### config.mk
export PLATFORM = sky130hd
export DESIGN_NAME = eiscp_deframer_unit
export DESIGN_NICKNAME = d
export VERILOG_FILES = /design/src/rtl/eiscp_pkg.sv /design/src/rtl/eiscp_deframer_unit.sv
export SDC_FILE = /design/constraint.sdc
export NUM_CORES = 1
export LEC_CHECK = 0
export BUFFER_PORTS_ARGS = -buffer_cell sky130_fd_sc_hd__buf_4
export CAP_MARGIN = 0
export CORE_MARGIN = 3
export CORE_UTILIZATION = 40
export DETAILED_ROUTE_END_ITERATION = 6
export PLACE_DENSITY = 0.54
export SLEW_MARGIN = 15
export SYNTH_ARGS = -nofsm -noshare
export SYNTH_HDL_FRONTEND = slang
export SYNTH_SLANG_ARGS = --single-unit
### constraint.sdc
create_clock -name clk -period 7.4 [get_ports clk]
set_input_delay 1.11 -clock clk [delete_from_list [all_inputs] [get_ports clk]]
set_output_delay 1.11 -clock clk [all_outputs]
set_load 0.05 [all_outputs]
### src/rtl/eiscp_pkg.sv
// eiscp_pkg: constants, codes and types for the eISCP stream deframer
// no dependencies; used by eiscp_deframer_unit and its bench

package eiscp_pkg;

	localparam int HEADER_BYTES = 16;
	localparam int HOLD_DEPTH   = 8;

	localparam int HDR_IDX_W = 6;
	localparam int HC_W      = $clog2(HOLD_DEPTH + 1);

	localparam logic [HDR_IDX_W-1:0] HDR_LAST = HDR_IDX_W'(HEADER_BYTES - 1);
	localparam logic [HC_W-1:0]      HC_FULL  = HC_W'(HOLD_DEPTH);

	localparam logic [31:0] MAGIC_RESET = 32'h4953_4350;

	localparam logic [7:0] CH_BANG = 8'h21;
	localparam logic [7:0] CH_ONE  = 8'h31;
	localparam logic [7:0] CH_CR   = 8'h0D;
	localparam logic [7:0] CH_LF   = 8'h0A;
	localparam logic [7:0] CH_SUB  = 8'h1A;

	typedef enum logic [1:0] {
		KIND_DATA      = 2'd0,
		KIND_END       = 2'd1,
		KIND_BAD_MAGIC = 2'd2
	} kind_t;

	typedef enum logic [1:0] {
		POS_FIRST  = 2'd0,
		POS_SECOND = 2'd1,
		POS_BODY   = 2'd2
	} pos_t;

	typedef enum logic {
		PH_MAIN = 1'b0,
		PH_END  = 1'b1
	} phase_t;

	typedef struct packed {
		logic       emit;
		kind_t      kind;
		logic [7:0] data;
		logic       done;
		logic       main_done;
		logic       to_end;
		logic       hdr;
		logic       start;
		logic       hunt;
		logic       set_bang;
		logic       clr_bang;
		logic       pos_we;
		pos_t       pos_val;
		logic       push;
		logic       ovf;
		logic       pop;
	} op_t;

	function automatic logic is_term(input logic [7:0] b);
		return (b == CH_CR) || (b == CH_LF) || (b == CH_SUB);
	endfunction

endpackage

### src/rtl/eiscp_deframer_unit.sv
// eiscp_deframer_unit: eISCP byte stream deframer, header check, prefix drop,
// trailing terminator hold; uses eiscp_pkg
//
//  channel | signals                          | direction | payload
//  in      | in_valid, in_ready               | to block  | rx_byte
//  out     | out_valid, out_ready             | from block| kind, data_byte
//  cfg     | cfg_valid, cfg_ready             | to block  | magic_word
//
//  one received byte per cycle through the input register when results drain
//  a byte that releases held terminators waits while they go out, oldest first, on the single
//  result register; end of message adds an end result, preceded by a held '!' if any
//  a lone '!' goes out as a result of its own; header bytes and held terminators add none
//  arst_n clears all control state; magic word resets to ASCII ISCP
//  out_ready low stalls the result register and, through it, the input

module eiscp_deframer_unit (
	input  logic        clk,
	input  logic        arst_n,
	input  logic        in_valid,
	output logic        in_ready,
	input  logic [7:0]  rx_byte,
	output logic        out_valid,
	input  logic        out_ready,
	output logic [1:0]  kind,
	output logic [7:0]  data_byte,
	input  logic        cfg_valid,
	output logic        cfg_ready,
	input  logic [31:0] magic_word
);

	logic                             valid_s1;
	logic [7:0]                       byte_s1;
	logic [31:0]                      magic_word_q;
	logic                             in_payload_q;
	logic [eiscp_pkg::HDR_IDX_W-1:0]  header_index_q;
	logic [31:0]                      magic_shift_q;
	logic [31:0]                      length_shift_q;
	logic [31:0]                      bytes_left_q;
	eiscp_pkg::pos_t                  pos_q;
	logic                             held_bang_q;
	logic [7:0]                       hold_q [eiscp_pkg::HOLD_DEPTH];
	logic [eiscp_pkg::HC_W-1:0]       hold_count_q;
	eiscp_pkg::phase_t                ph_q;
	eiscp_pkg::phase_t                ph_nxt;
	logic                             out_valid_q;
	eiscp_pkg::kind_t                 kind_q;
	logic [7:0]                       data_q;

	eiscp_pkg::op_t op;
	logic           slot_free;
	logic           fire;
	logic           hdr_last;
	logic [31:0]    magic_nxt;
	logic [31:0]    length_nxt;

	assign cfg_ready = 1'b1;
	assign slot_free = !out_valid_q || out_ready;
	assign fire      = valid_s1 && (!op.emit || slot_free);
	assign in_ready  = !valid_s1 || (fire && op.done);
	assign hdr_last  = (header_index_q == eiscp_pkg::HDR_LAST);

	assign out_valid = out_valid_q;
	assign kind      = kind_q;
	assign data_byte = data_q;

	// header shift registers
	always_comb begin
		magic_nxt  = magic_shift_q;
		length_nxt = length_shift_q;
		if (header_index_q < eiscp_pkg::HDR_IDX_W'(4)) begin
			magic_nxt = {magic_shift_q[23:0], byte_s1};
		end else if (header_index_q >= eiscp_pkg::HDR_IDX_W'(8) &&
			header_index_q < eiscp_pkg::HDR_IDX_W'(12)) begin
			length_nxt = {length_shift_q[23:0], byte_s1};
		end
	end

	// per-cycle step decode
	always_comb begin
		op      = '0;
		op.kind = eiscp_pkg::KIND_DATA;
		op.data = '0;
		op.pos_val = eiscp_pkg::POS_FIRST;
		if (valid_s1) begin
			if (ph_q == eiscp_pkg::PH_END) begin
				op.emit = 1'b1;
				if (held_bang_q) begin
					op.data     = eiscp_pkg::CH_BANG;
					op.clr_bang = 1'b1;
				end else begin
					op.kind = eiscp_pkg::KIND_END;
					op.hunt = 1'b1;
					op.done = 1'b1;
				end
			end else if (!in_payload_q) begin
				op.hdr  = 1'b1;
				op.done = 1'b1;
				if (hdr_last) begin
					op.hunt = 1'b1;
					if (magic_nxt != magic_word_q) begin
						op.emit = 1'b1;
						op.kind = eiscp_pkg::KIND_BAD_MAGIC;
					end else if (length_nxt == '0) begin
						op.emit = 1'b1;
						op.kind = eiscp_pkg::KIND_END;
					end else begin
						op.start = 1'b1;
					end
				end
			end else if (pos_q == eiscp_pkg::POS_FIRST && byte_s1 == eiscp_pkg::CH_BANG) begin
				op.set_bang  = 1'b1;
				op.pos_we    = 1'b1;
				op.pos_val   = eiscp_pkg::POS_SECOND;
				op.main_done = 1'b1;
			end else if (pos_q == eiscp_pkg::POS_SECOND && held_bang_q) begin
				op.clr_bang = 1'b1;
				if (byte_s1 == eiscp_pkg::CH_ONE) begin
					op.pos_we    = 1'b1;
					op.pos_val   = eiscp_pkg::POS_BODY;
					op.main_done = 1'b1;
				end else begin
					op.emit = 1'b1;
					op.data = eiscp_pkg::CH_BANG;
				end
			end else if (eiscp_pkg::is_term(byte_s1)) begin
				op.pos_we    = 1'b1;
				op.pos_val   = eiscp_pkg::POS_BODY;
				op.main_done = 1'b1;
				if (hold_count_q == eiscp_pkg::HC_FULL) begin
					op.emit = 1'b1;
					op.data = hold_q[0];
					op.ovf  = 1'b1;
				end else begin
					op.push = 1'b1;
				end
			end else if (hold_count_q != '0) begin
				op.emit = 1'b1;
				op.data = hold_q[0];
				op.pop  = 1'b1;
			end else begin
				op.emit      = 1'b1;
				op.data      = byte_s1;
				op.pos_we    = 1'b1;
				op.pos_val   = eiscp_pkg::POS_BODY;
				op.main_done = 1'b1;
			end
			if (op.main_done) begin
				if (bytes_left_q == 32'd1) begin
					op.to_end = 1'b1;
				end else begin
					op.done = 1'b1;
				end
			end
		end
	end

	// phase next state
	always_comb begin
		ph_nxt = ph_q;
		if (fire) begin
			if (op.to_end) begin
				ph_nxt = eiscp_pkg::PH_END;
			end else if (op.done) begin
				ph_nxt = eiscp_pkg::PH_MAIN;
			end
		end
	end

	always_ff @(posedge clk or negedge arst_n) begin
		if (!arst_n) begin
			valid_s1 <= 1'b0;
		end else if (in_ready) begin
			valid_s1 <= in_valid;
		end
	end

	always_ff @(posedge clk) begin
		if (in_ready && in_valid) begin
			byte_s1 <= rx_byte;
		end
	end

	always_ff @(posedge clk or negedge arst_n) begin
		if (!arst_n) begin
			magic_word_q <= eiscp_pkg::MAGIC_RESET;
		end else if (cfg_valid) begin
			magic_word_q <= magic_word;
		end
	end

	always_ff @(posedge clk or negedge arst_n) begin
		if (!arst_n) begin
			ph_q           <= eiscp_pkg::PH_MAIN;
			in_payload_q   <= 1'b0;
			header_index_q <= '0;
			magic_shift_q  <= '0;
			length_shift_q <= '0;
			bytes_left_q   <= '0;
			pos_q          <= eiscp_pkg::POS_FIRST;
			held_bang_q    <= 1'b0;
			hold_count_q   <= '0;
		end else begin
			ph_q <= ph_nxt;
			if (fire) begin
				if (op.hdr) begin
					magic_shift_q  <= magic_nxt;
					length_shift_q <= length_nxt;
					header_index_q <= hdr_last ? '0 : header_index_q + 1'b1;
				end
				if (op.start) begin
					bytes_left_q <= length_nxt;
				end
				if (op.main_done) begin
					bytes_left_q <= bytes_left_q - 32'd1;
				end
				if (op.set_bang) begin
					held_bang_q <= 1'b1;
				end
				if (op.clr_bang) begin
					held_bang_q <= 1'b0;
				end
				if (op.pos_we) begin
					pos_q <= op.pos_val;
				end
				if (op.push) begin
					hold_count_q <= hold_count_q + 1'b1;
				end
				if (op.pop) begin
					hold_count_q <= hold_count_q - 1'b1;
				end
				if (op.hunt) begin
					in_payload_q   <= 1'b0;
					header_index_q <= '0;
					pos_q          <= eiscp_pkg::POS_FIRST;
					held_bang_q    <= 1'b0;
					hold_count_q   <= '0;
				end
				if (op.start) begin
					in_payload_q <= 1'b1;
				end
			end
		end
	end

	// terminator hold, oldest at entry 0
	always_ff @(posedge clk) begin
		if (fire) begin
			if (op.ovf || op.pop) begin
				for (int i = 0; i < eiscp_pkg::HOLD_DEPTH - 1; i++) begin
					hold_q[i] <= hold_q[i+1];
				end
			end
			if (op.ovf) begin
				hold_q[eiscp_pkg::HOLD_DEPTH-1] <= byte_s1;
			end
			if (op.push) begin
				for (int i = 0; i < eiscp_pkg::HOLD_DEPTH; i++) begin
					if (eiscp_pkg::HC_W'(i) == hold_count_q) begin
						hold_q[i] <= byte_s1;
					end
				end
			end
		end
	end

	// result register
	always_ff @(posedge clk or negedge arst_n) begin
		if (!arst_n) begin
			out_valid_q <= 1'b0;
		end else if (slot_free) begin
			out_valid_q <= fire && op.emit;
		end
	end

	always_ff @(posedge clk) begin
		if (slot_free && fire && op.emit) begin
			kind_q <= op.kind;
			data_q <= op.data;
		end
	end

	a_hold_bound: assert property (@(posedge clk) disable iff (!arst_n)
		hold_count_q <= eiscp_pkg::HC_FULL)
		else $error("terminator hold count above depth");

	a_end_in_payload: assert property (@(posedge clk) disable iff (!arst_n)
		ph_q == eiscp_pkg::PH_END |-> in_payload_q && valid_s1)
		else $error("end phase outside a payload request");

	a_bang_pos: assert property (@(posedge clk) disable iff (!arst_n)
		held_bang_q |-> in_payload_q &&
			(pos_q == eiscp_pkg::POS_SECOND || ph_q == eiscp_pkg::PH_END))
		else $error("held bang at wrong payload position");

	a_left_nonzero: assert property (@(posedge clk) disable iff (!arst_n)
		in_payload_q && ph_q == eiscp_pkg::PH_MAIN |-> bytes_left_q != '0)
		else $error("payload active with no bytes left");

	a_data_zero: assert property (@(posedge clk) disable iff (!arst_n)
		out_valid_q && kind_q != eiscp_pkg::KIND_DATA |-> data_q == '0)
		else $error("nonzero data on a control result");

endmodule

## Yosys cells after proc, flatten, opt, wreduce, memory -nomap -nowiden

Memories as Yosys holds them, arrays and structs flattened.
Cells that the tools add are included.
Widths: inputs -> output; s select.

- Output and inout bits: 13
- Memories: 1
- Memory bits (writable): 64
- Register bits: 163

- Mux-type cells: 126
- $lt $le $gt $ge: 3
- Reductions and logical operators: 37
- Bitwise logic cells: 8
- Eq/ne operators: 17
- Add/sub/neg operators: 4

Memories:

| name | words | bits a word | rd ports | clocked after memory_dff | write ports | RTL line | source |
|---|---|---|---|---|---|---|---|
| hold_q | 8 | 8 | 8 | 0 | 8 | eiscp_deframer_unit.sv:41 | `logic [7:0] hold_q [eiscp_pkg::HOLD_DEPTH];` |

Operators by type and width:

| cell | count |
|---|---|
| $mux 32 | 5 |
| $mux 8 | 15 |
| $mux 1 | 78 |
| $mux 6 | 6 |
| $mux 3 | 11 |
| $eq 32x1->1 const B | 1 |
| $logic_not 32->1 | 1 |
| $ne 32x32->1 | 1 |
| $sub 32x1->32 const B | 1 |
| $mux 25 | 1 |
| $eq 3x4->1 const A | 4 |
| $eq 8x4->1 const B | 2 |
| $eq 8x6->1 const B | 2 |
| $reduce_and 2->1 | 8 |
| $mux 12 | 1 |
| $mux 2 | 6 |
| $mux 4 | 3 |
| $reduce_bool 2->1 | 5 |
| $logic_and 1x1->1 | 9 |
| $eq 2x4->1 const A | 2 |
| $eq 8x5->1 const B | 1 |
| $or 1x1->1 | 8 |
| $add 6x1->6 const B | 1 |
| $eq 6x4->1 const B | 1 |
| 14 further kinds | 22 |

## Depth between registers and ports, before layout

Gate-level depths: netlist (run 1).

- Depth in word-level cells: 19
- Gate-level depth with buffers: 12
- Mapped depth without buffers: 10

## Worst setup path after synthesis (run 1)

Ideal clock, no wire load.

- Kind: reg-to-output
- Start point: reg header_index_q[5] (netlist bit)
- End point: out in_ready
- Path buffers: 3
- Cell stages (with the launch flop): 12
- Setup slack: 2.888 ns
- Required time: 6.290 ns
- Data arrival time: 3.402 ns
- Path through: dfrtp_1 -> buf_2 -> or4_1 -> buf_2 -> a221oi_2 -> a31oi_1 -> or4_1 -> or4_4 -> o41ai_4 -> buf_2 -> a31oi_1 -> inv_1

- Cells in the longest elaborated chain, start to end: 16
- Elaborated cells on any way between the ends: 21

RTL lines:

| what | RTL line | source |
|---|---|---|
| from (decl) | eiscp_deframer_unit.sv:35 | `logic [eiscp_pkg::HDR_IDX_W-1:0] header_index_q;` |
| from (signal assigned) | eiscp_deframer_unit.sv:208 | `header_index_q <= hdr_last ? '0 : header_index_q + 1'b1;` |
| $ge 6x4->1 or $lt 6x4->1 (tied branches) | eiscp_deframer_unit.sv:72, eiscp_deframer_unit.sv:73 |  |
| $logic_and 1x1->1 | eiscp_deframer_unit.sv:72 | `end else if (header_index_q >= eiscp_pkg::HDR_IDX_W'(8) &&` |
| $mux 32 | eiscp_deframer_unit.sv:72 |  |
| $mux 32 | eiscp_deframer_unit.sv:70 | `if (header_index_q < eiscp_pkg::HDR_IDX_W'(4)) begin` |
| $logic_not 32->1 | eiscp_deframer_unit.sv:103 | `end else if (length_nxt == '0) begin` |
| $mux 3 | eiscp_deframer_unit.sv:103 |  |
| $mux 3 | eiscp_deframer_unit.sv:100 | `if (magic_nxt != magic_word_q) begin` |
| $mux 3 (*) | eiscp_deframer_unit.sv:98 | `if (hdr_last) begin` |
| $mux 1 (*) | eiscp_deframer_unit.sv:95 | `end else if (!in_payload_q) begin` |
| $mux 12 (*) | eiscp_deframer_unit.sv:85 | `if (ph_q == eiscp_pkg::PH_END) begin` |
| $mux 25 (*) | eiscp_deframer_unit.sv:84 | `if (valid_s1) begin` |
| $logic_not 1->1 (*) | eiscp_deframer_unit.sv:58 | `assign fire = valid_s1 && (!op.emit \|\| slot_free);` |
| $logic_or 1x1->1 (*) | eiscp_deframer_unit.sv:58 |  |
| $logic_and 1x1->1 (*) | eiscp_deframer_unit.sv:58 |  |
| $logic_and 1x1->1 (*) | eiscp_deframer_unit.sv:59 | `assign in_ready = !valid_s1 \|\| (fire && op.done);` |
| $logic_or 1x1->1 (*) | eiscp_deframer_unit.sv:59 |  |
| to (decl) | eiscp_deframer_unit.sv:20 | `output logic in_ready,` |

Mark *: on every way between the ends. The rest lies on a longest branch, timed or not.

## Final worst setup path (run 1)

Same ends and word-level chain as after synthesis.

==> run summary, run 1 <==
• **result of the run** completed
• **Post-CTS Setup Repair Bufs** 0
• **total via count in the routed design** 8318
• **headroom to the max-slew limit** 0.356
• **total of flip-flops plus latches after synthesis** 227
• **Hold Violations, Final** 0
• **post-layout power** 4.02 mW
• **sort of element at the end of the critical path** output pin
• **setup violation total in the final timing report** 0
• **Port-buffer cells** 56
• **switch share** 0.319
• **layout overhead on the synthesized area** 14.1%
• **starting density of the core** 0.410
• **DR pass1 iterations** 5
• **DIE HEIGHT** 176 um
• **global-route wire length before repair** 45.9 mm
• **insertion delay to the later sink of the worst-skew pair** 0.53 ns
• **Overflow after GRT** 0
• **number of pins exceeding their max-slew limit in the final report** 0
• **post-route DRC violation count** 0
• **average routed wire per standard cell** 19.5 um
• **EDFF count, synth** 82
• **async set or reset register ratio after synthesis** 0.639
• **Clock Root Buffer** clkbuf_16
• **maximum number of pins on one net before global-route repair** 83
• **number of buffers inserted during clock tree synthesis** 26
• **detailed-route wire length** 28.8 mm
• **IR Drop Worst-Case VDD** 188 uV
• **internal power of the cells** 2.74 mW
• **clock share of power** 0.317
• **core footprint** 28200 um2
• **Tot GR Track Use** 0.186
• **clock-pin slew on the worst setup and hold paths** 0.06 ns
• **slew at the pin closest to its max-slew limit** 0.958 ns
• **Routed Antenna Nets** 0
• **Crit Path Class** flip-flop to output pin
• **clock tree sinks** 227
• **Synth Area per Inst** 11.1 um2
• **post-route clock period utilization** 0.776
• **time the worst path needs with I/O delays and setup** 5.74 ns
• **vias in the first global route** 7946
• **Static Leak** 5.45 nW
• **antenna violations before repair** 0
• **sequential group share of total power** 0.448
• **final weighted congestion in routability-driven placement** 0.914
• **highest clock rate** 0.174 GHz
• **critical path startpoint category** flip-flop
• **floorplan die area** 31000 um2
• **Main synth FF type** dfrtp_1
• **CP arrival** 4.63 ns
• **NetSw** 1.28 mW
• **post-synthesis instance total** 1039
• **share of layout cells above drive strength 1** 0.211
• **number of hold-repair buffers added at the cts stage** 0
• **final sum of negative setup slack** 0 ns
• **class of the tightest hold or removal check** flip-flop to flip-flop
• **fillcell total** 2623
• **power per unit of standard cell area** 305 nW/um2
• **HPWL reported at the end of detailed placement** 19.8 mm
• **combinational cell fraction of total power** 0.235
• **largest clock skew in the final design** 0.00985 ns
• **multi-input gate area in the final layout** 5090 um2
• **nets** 1131
• **Cell Rows** 61
• **count of synthesis-stage warnings from yosys** 0
• **DRC violation total after the first TritonRoute iteration** 743
• **H-tree level count** 1
• **width of the die** 176 um
• **via count normalized by instance count** 5.64
• **Synth Net Count** 1092
• **max cap viols** 0
• **CP Data Required Time** 6.29 ns
• **top-level port count** 58
• **antenna cells** 0
• **setup repair after global routing missed its margin** no
• **number of buffers between clock root and the deepest sink** 3
• **CTS tree** done
• **crit-path max FO** 18
• **number of cells upsized or downsized after cts** 0
• **sequential fraction of the synthesis area** 0.528
• **post-synthesis cell area** 11600 um2
• **number of distinct library cells after synthesis** 77
• **flip-flop and latch area** 6110 um2
-- sequential cells by signal, summed over array words and instances (netlist names) --
| signal | flops |
|---|---|
| magic_shift_q | 32 |
| magic_word_q | 32 |
| pos_q | 2 |
| hold_q | 64 |
| length_shift_q | 32 |
| in_payload_q | 1 |
| byte_s1 | 8 |
| out_valid | 1 |
| data_byte | 8 |
| bytes_left_q | 32 |
| valid_s1 | 1 |
| kind | 2 |
| held_bang_q | 1 |
| ph_q | 1 |
| header_index_q | 6 |
| hold_count_q | 4 |
-- power groups by stage --
stage,registers [mW],logic (mW),clock network [mW]
finish,1.80,0.947,1.28
detailed placement,1.82,0.939,0
global route,1.83,1.04,1.38
CTS,1.80,0.946,1.31
floorplan,1.71,0.715,0
global placement,1.82,0.937,0
-- stage by stage --
step	std cells	cell area [um2]	utilization	hold WS [ns]	setup WS [ns]
final	1476	13200	0.468	0.499	1.66
after global routing	1476	13200	0.468	0.531	1.45
after CTS	1476	13200	0.468	0.509	1.66
after detailed placement	1428	12300	0.437	0.491	2.24
after global placement	1428	12300	0.437	0.487	2.25
after floorplan	1039	11600	-	0.424	2.89
-- kinds of logic after synthesis --
kind of cell / share of synthesized area
and+or+nand+nor: 0.161
DFF: 0.528
AOI/OAI and AO/OA: 0.129
muxes: 0.123
buffers and inverters: 0.0323
xor gates and xnor gates: 0.0174
adders and majority gates: 0.00866
other: 0.000324
-- area by class of cell --
type	instances	share of cell area
inverters	37	0.0105
well taps	378	0.0359
multi-input cells	719	0.386
flip-flops and latches	227	0.463
clock buffers	41	0.0629
repair buffers	67	0.0384
clock inverters	7	0.00313
-- worst max-delay path: stages (launching register included) --
cell and delay [ns]:
dfrtp_1 0.48, or4_1 0.85, a221oi_2 0.29, a31oi_1 0.07, or4_1 0.49, or4_4 0.55
o41ai_4 0.76, a31oi_1 0.31, inv_1 0.11, buf_4 0.20
-- cell usage in the layout (no fill, tap or decap), types with 21 or more instances in the layout --
cell type	count
and3_1	21
o21ai_0	56
nor4_1	29
edfxtp_1	82
mux2i_1	32
dfrtp_1	133
nor2_1	43
mux2_2	92
nand2_1	97
nor3_1	30
clkbuf_16	28
buf_4	66
and2_1	29
inv_1	37
-- layer usage --
layer  wire length (um)  vias to the layer above  share of wire  GRT usage
li1                   -                     3957              -          -
met1              13500                     4112           0.47      0.273
met2              13200                      210           0.46      0.293
met3               1440                       39          0.050     0.0239
met4                627                        0          0.022     0.0498
met5                  0                        -              0          0
-- final timing paths --
kind	startpoint	end	slack, ns	depth (start not counted)
max	header_index_q[5]$_DFFE_PN0P_	in_ready	1.66	9
min	hold_q[1][19]$_DFFE_PP_	hold_q[1][11]$_DFFE_PP_	0.50	1
max reg2reg	header_index_q[5]$_DFFE_PN0P_	hold_q[1][31]$_DFFE_PP_	2.58	8
min reg2reg	hold_q[1][19]$_DFFE_PP_	hold_q[1][11]$_DFFE_PP_	0.50	1
max in group asynchronous	arst_n	bytes_left_q[23]$_DFFE_PN0P_	5.40	2
min in group asynchronous	arst_n	magic_word_q[31]$_DFFE_PN0P_	0.61	1
-- cells in the mapped netlist, types with 5 or more instances --
master | number | area share
and3_1 | 21 | 0.011
a21oi_1 | 18 | 0.0078
nand2b_1 | 19 | 0.010
a221oi_1 | 13 | 0.0098
or2_2 | 5 | 0.0027
a211o_1 | 5 | 0.0038
o21a_1 | 14 | 0.0091
clkbuf_1 | 41 | 0.013
nor2_1 | 44 | 0.014
edfxtp_1 | 82 | 0.21
o21ai_0 | 56 | 0.024
and2_1 | 29 | 0.016
ha_1 | 8 | 0.0087
mux2_2 | 92 | 0.090
nand3_1 | 17 | 0.0074
o2111ai_1 | 8 | 0.0061
buf_2 | 10 | 0.0043
or4_1 | 10 | 0.0065
nand4_1 | 8 | 0.0043
nor4_1 | 29 | 0.016
dfstp_2 | 12 | 0.027
nand2_1 | 97 | 0.031
nor2b_1 | 16 | 0.0087
inv_1 | 37 | 0.012
dfrtp_1 | 133 | 0.29
o22ai_1 | 8 | 0.0043
nor3_1 | 30 | 0.013
mux2i_1 | 32 | 0.028
o211ai_1 | 7 | 0.0045
a22o_1 | 9 | 0.0068
xor2_1 | 12 | 0.0091
xnor2_1 | 11 | 0.0083
a211oi_1 | 12 | 0.0078
nor3b_1 | 7 | 0.0045
a21o_1 | 10 | 0.0065
Power figures use the tool's default switching activity.
==> run 2: changes to the inputs <==
PLACE_DENSITY = 0.56   (was 0.54)
clock period = 5.1 ns   (was 7.4 ns; I/O delays follow)
==> run 2 against run 1 <==
  * Design area up 0.59%
  * Routed wire length down 0.83%
  * Global-route usage down 0.080 points
  * First-iteration DRC count up 10%
  * Power up 48%
  * Flip-flop and latch count unchanged
  * Hold slack worse by 0.11 ns
  * Combinational power up 45%
  * Critical path type unchanged
  * Critical endpoint unchanged
  * Largest power group unchanged
  * Highest routed layer unchanged
==> run summary, run 2 (synthesis results as in run 1) <==
• **max cap viols** 0, unchanged
• **filler-free cell count of the finished design** 1478, +0.14%
• **clock-pin slew on the worst setup and hold paths** 0.06 ns, about the same
• **largest clock skew in the final design** 0.0182 ns, +0.00831 ns
• **Crit Path Class** flip-flop to output pin
• **number of flip-flops under the largest register name** 64, unchanged
• **highest clock rate** 0.214 GHz
• **critical path startpoint category** flip-flop
• **number of buffers inserted during clock tree synthesis** 26, unchanged
• **antenna violations before repair** 0, unchanged
• **number of buffers between clock root and the deepest sink** 3, unchanged
• **width of the die** 176 um, unchanged
• **post-place instance area** 12300 um2, +0.12%
• **number of hold-repair buffers added at the cts stage** 0, unchanged
• **post-route DRC violation count** 0, unchanged
• **Static Leak** 5.49 nW, +0.63%
• **DIE HEIGHT** 176 um, unchanged
• **Tot GR Track Use** 0.185, -0.000803
• **DR pass1 iterations** 5, unchanged
• **Worst R2R Setup Slack** 0.81 ns, -1.77 ns
• **CP arrival** 3.91 ns, -0.72 ns
• **Port-buffer cells** 56, unchanged
• **final weighted congestion in routability-driven placement** 0.932, +1.9%
• **headroom to the max-slew limit** 0.332, -0.0235
• **CTS tree** done
• **fin area** 13300 um2, +0.59%
• **H-tree level count** 1, unchanged
• **CP Data Required Time** 4.34 ns, -1.95 ns
• **nets** 1133, +0.18%
• **class of the tightest hold or removal check** input port to async pin
• **cell total after placement** 1430, +0.14%
• **Routed Antenna Nets** 0, unchanged
• **starting density of the core** 0.410, unchanged
• **sort of element at the end of the critical path** output pin
• **setup violation total in the final timing report** 0, unchanged
• **largest register by flop count** hold_q
• **insertion delay to the later sink of the worst-skew pair** 0.53 ns, about the same
• **IR Drop Worst-Case VDD** 248 uV, +32%
• **startpoint of the lowest-slack register-to-register path** header_index_q[2]$_DFFE_PN0P_
• **DRC violation total after the first TritonRoute iteration** 821, +10%
• **end-of-flow core utilization** 0.471, +0.00275
• **HPWL reported at the end of detailed placement** 20.0 mm, +1.0%
• **slew at the pin closest to its max-slew limit** 1.00 ns, +0.0441 ns
• **Overflow after GRT** 0, unchanged
• **vias in the first global route** 8231, +3.6%
• **Cell Rows** 61, unchanged
• **antenna cells** 0, unchanged
• **leading cell type in the layout, fill and taps excluded** dfrtp_1
• **average routed wire per standard cell** 19.3 um, -0.97%
• **clock tree sinks** 227, unchanged
• **layout overhead on the synthesized area** 14.8%
• **final sum of negative setup slack** 0 ns, unchanged
• **power per unit of standard cell area** 450 nW/um2, +48%
• **setup repair after global routing missed its margin** no
• **total via count in the routed design** 8264, -0.65%
• **time the worst path needs with I/O delays and setup** 4.68 ns
• **post-route clock period utilization** 0.917
• **detailed-route wire length** 28.5 mm, -0.83%
• **Hold Violations, Final** 0, unchanged
• **via count normalized by instance count** 5.59, -0.78%
• **post-layout power** 5.97 mW, +48%
• **result of the run** completed
• **crit-path max FO** 18, unchanged
• **top-level port count** 58, unchanged
• **core footprint** 28200 um2, unchanged
• **floorplan die area** 31000 um2, unchanged
• **Clock Root Buffer** clkbuf_16
• **maximum number of pins on one net before global-route repair** 106, +28%
• **share of layout cells above drive strength 1** 0.215, +0.00416
• **number of pins exceeding their max-slew limit in the final report** 0, unchanged
• **startpoint of the worst setup timing path** header_index_q[2]$_DFFE_PN0P_
• **most used cells in the layout excluding fill and tap cells** dfrtp_1 (133), nand2_1 (97), mux2_2 (92)
• **global-route wire length before repair** 46.1 mm, +0.57%
## run 2: cell type report
cell class,count,area [um2]
Clock buffer,36,759
Clock inverter,12,170
Fill cell,2571,14900
Inverter,37,139
Multi-Input combinational cell,719,5100
Sequential cell,227,6110
Tap cell,378,473
Timing Repair Buffer,69,522
## run 2: what timing repair did
action | 4_1_cts | 5_1_grt
buffers inserted | 0 | 0
setup endpoints to repair | 0 | 1
resized for setup | 0 | 1
## run 2: worst paths after layout
kind                                           endpoint  cells past startpoint
max                                            in_ready                      9
min                        magic_word_q[18]$_DFFE_PN0P_                      1
max reg2reg                     hold_q[1][22]$_DFFE_PP_                      9
min reg2reg                     hold_q[0][11]$_DFFE_PP_                      1
max in group asynchronous   magic_word_q[4]$_DFFE_PN1P_                      2
min in group clk                   byte_s1[3]$_DFFE_PP_                      1
## run 2: critical path: stages (launching register included)
cell      delay (ns)
dfrtp_1         0.45
or4_4           0.70
a221oi_2        0.22
a31oi_1         0.06
or4_1           0.47
or4_4           0.55
o41ai_4         0.39
a31oi_1         0.24
inv_1           0.10
buf_4           0.19
## run 2: metrics by stage
step | worst slack, ns | hold slack [ns]
floorplan | 0.933 | 0.424
global placement | 0.635 | 0.485
detailed placement | 0.515 | 0.483
CTS | 0.100 | 0.392
global route | 0.257 | 0.389
finish | 0.422 | 0.392
## run 2: metal layers
layer	part of all wire	vias to the layer above	global-route usage	wire (um)
li1	-	3949	-	-
met5	0	-	0	0
met3	0.065	47	0.0391	1870
met1	0.46	4019	0.259	13000
met2	0.45	249	0.296	13000
met4	0.024	0	0.0472	694
## run 2: power breakdown
part           switching, mW  leakage (nW)  internal [mW]  total, mW
logic                  0.698          2.51          0.671       1.37
registers              0.420          2.53           2.20       2.62
clock network          0.747         0.448           1.24       1.99
total                   1.86          5.49           4.11       5.97
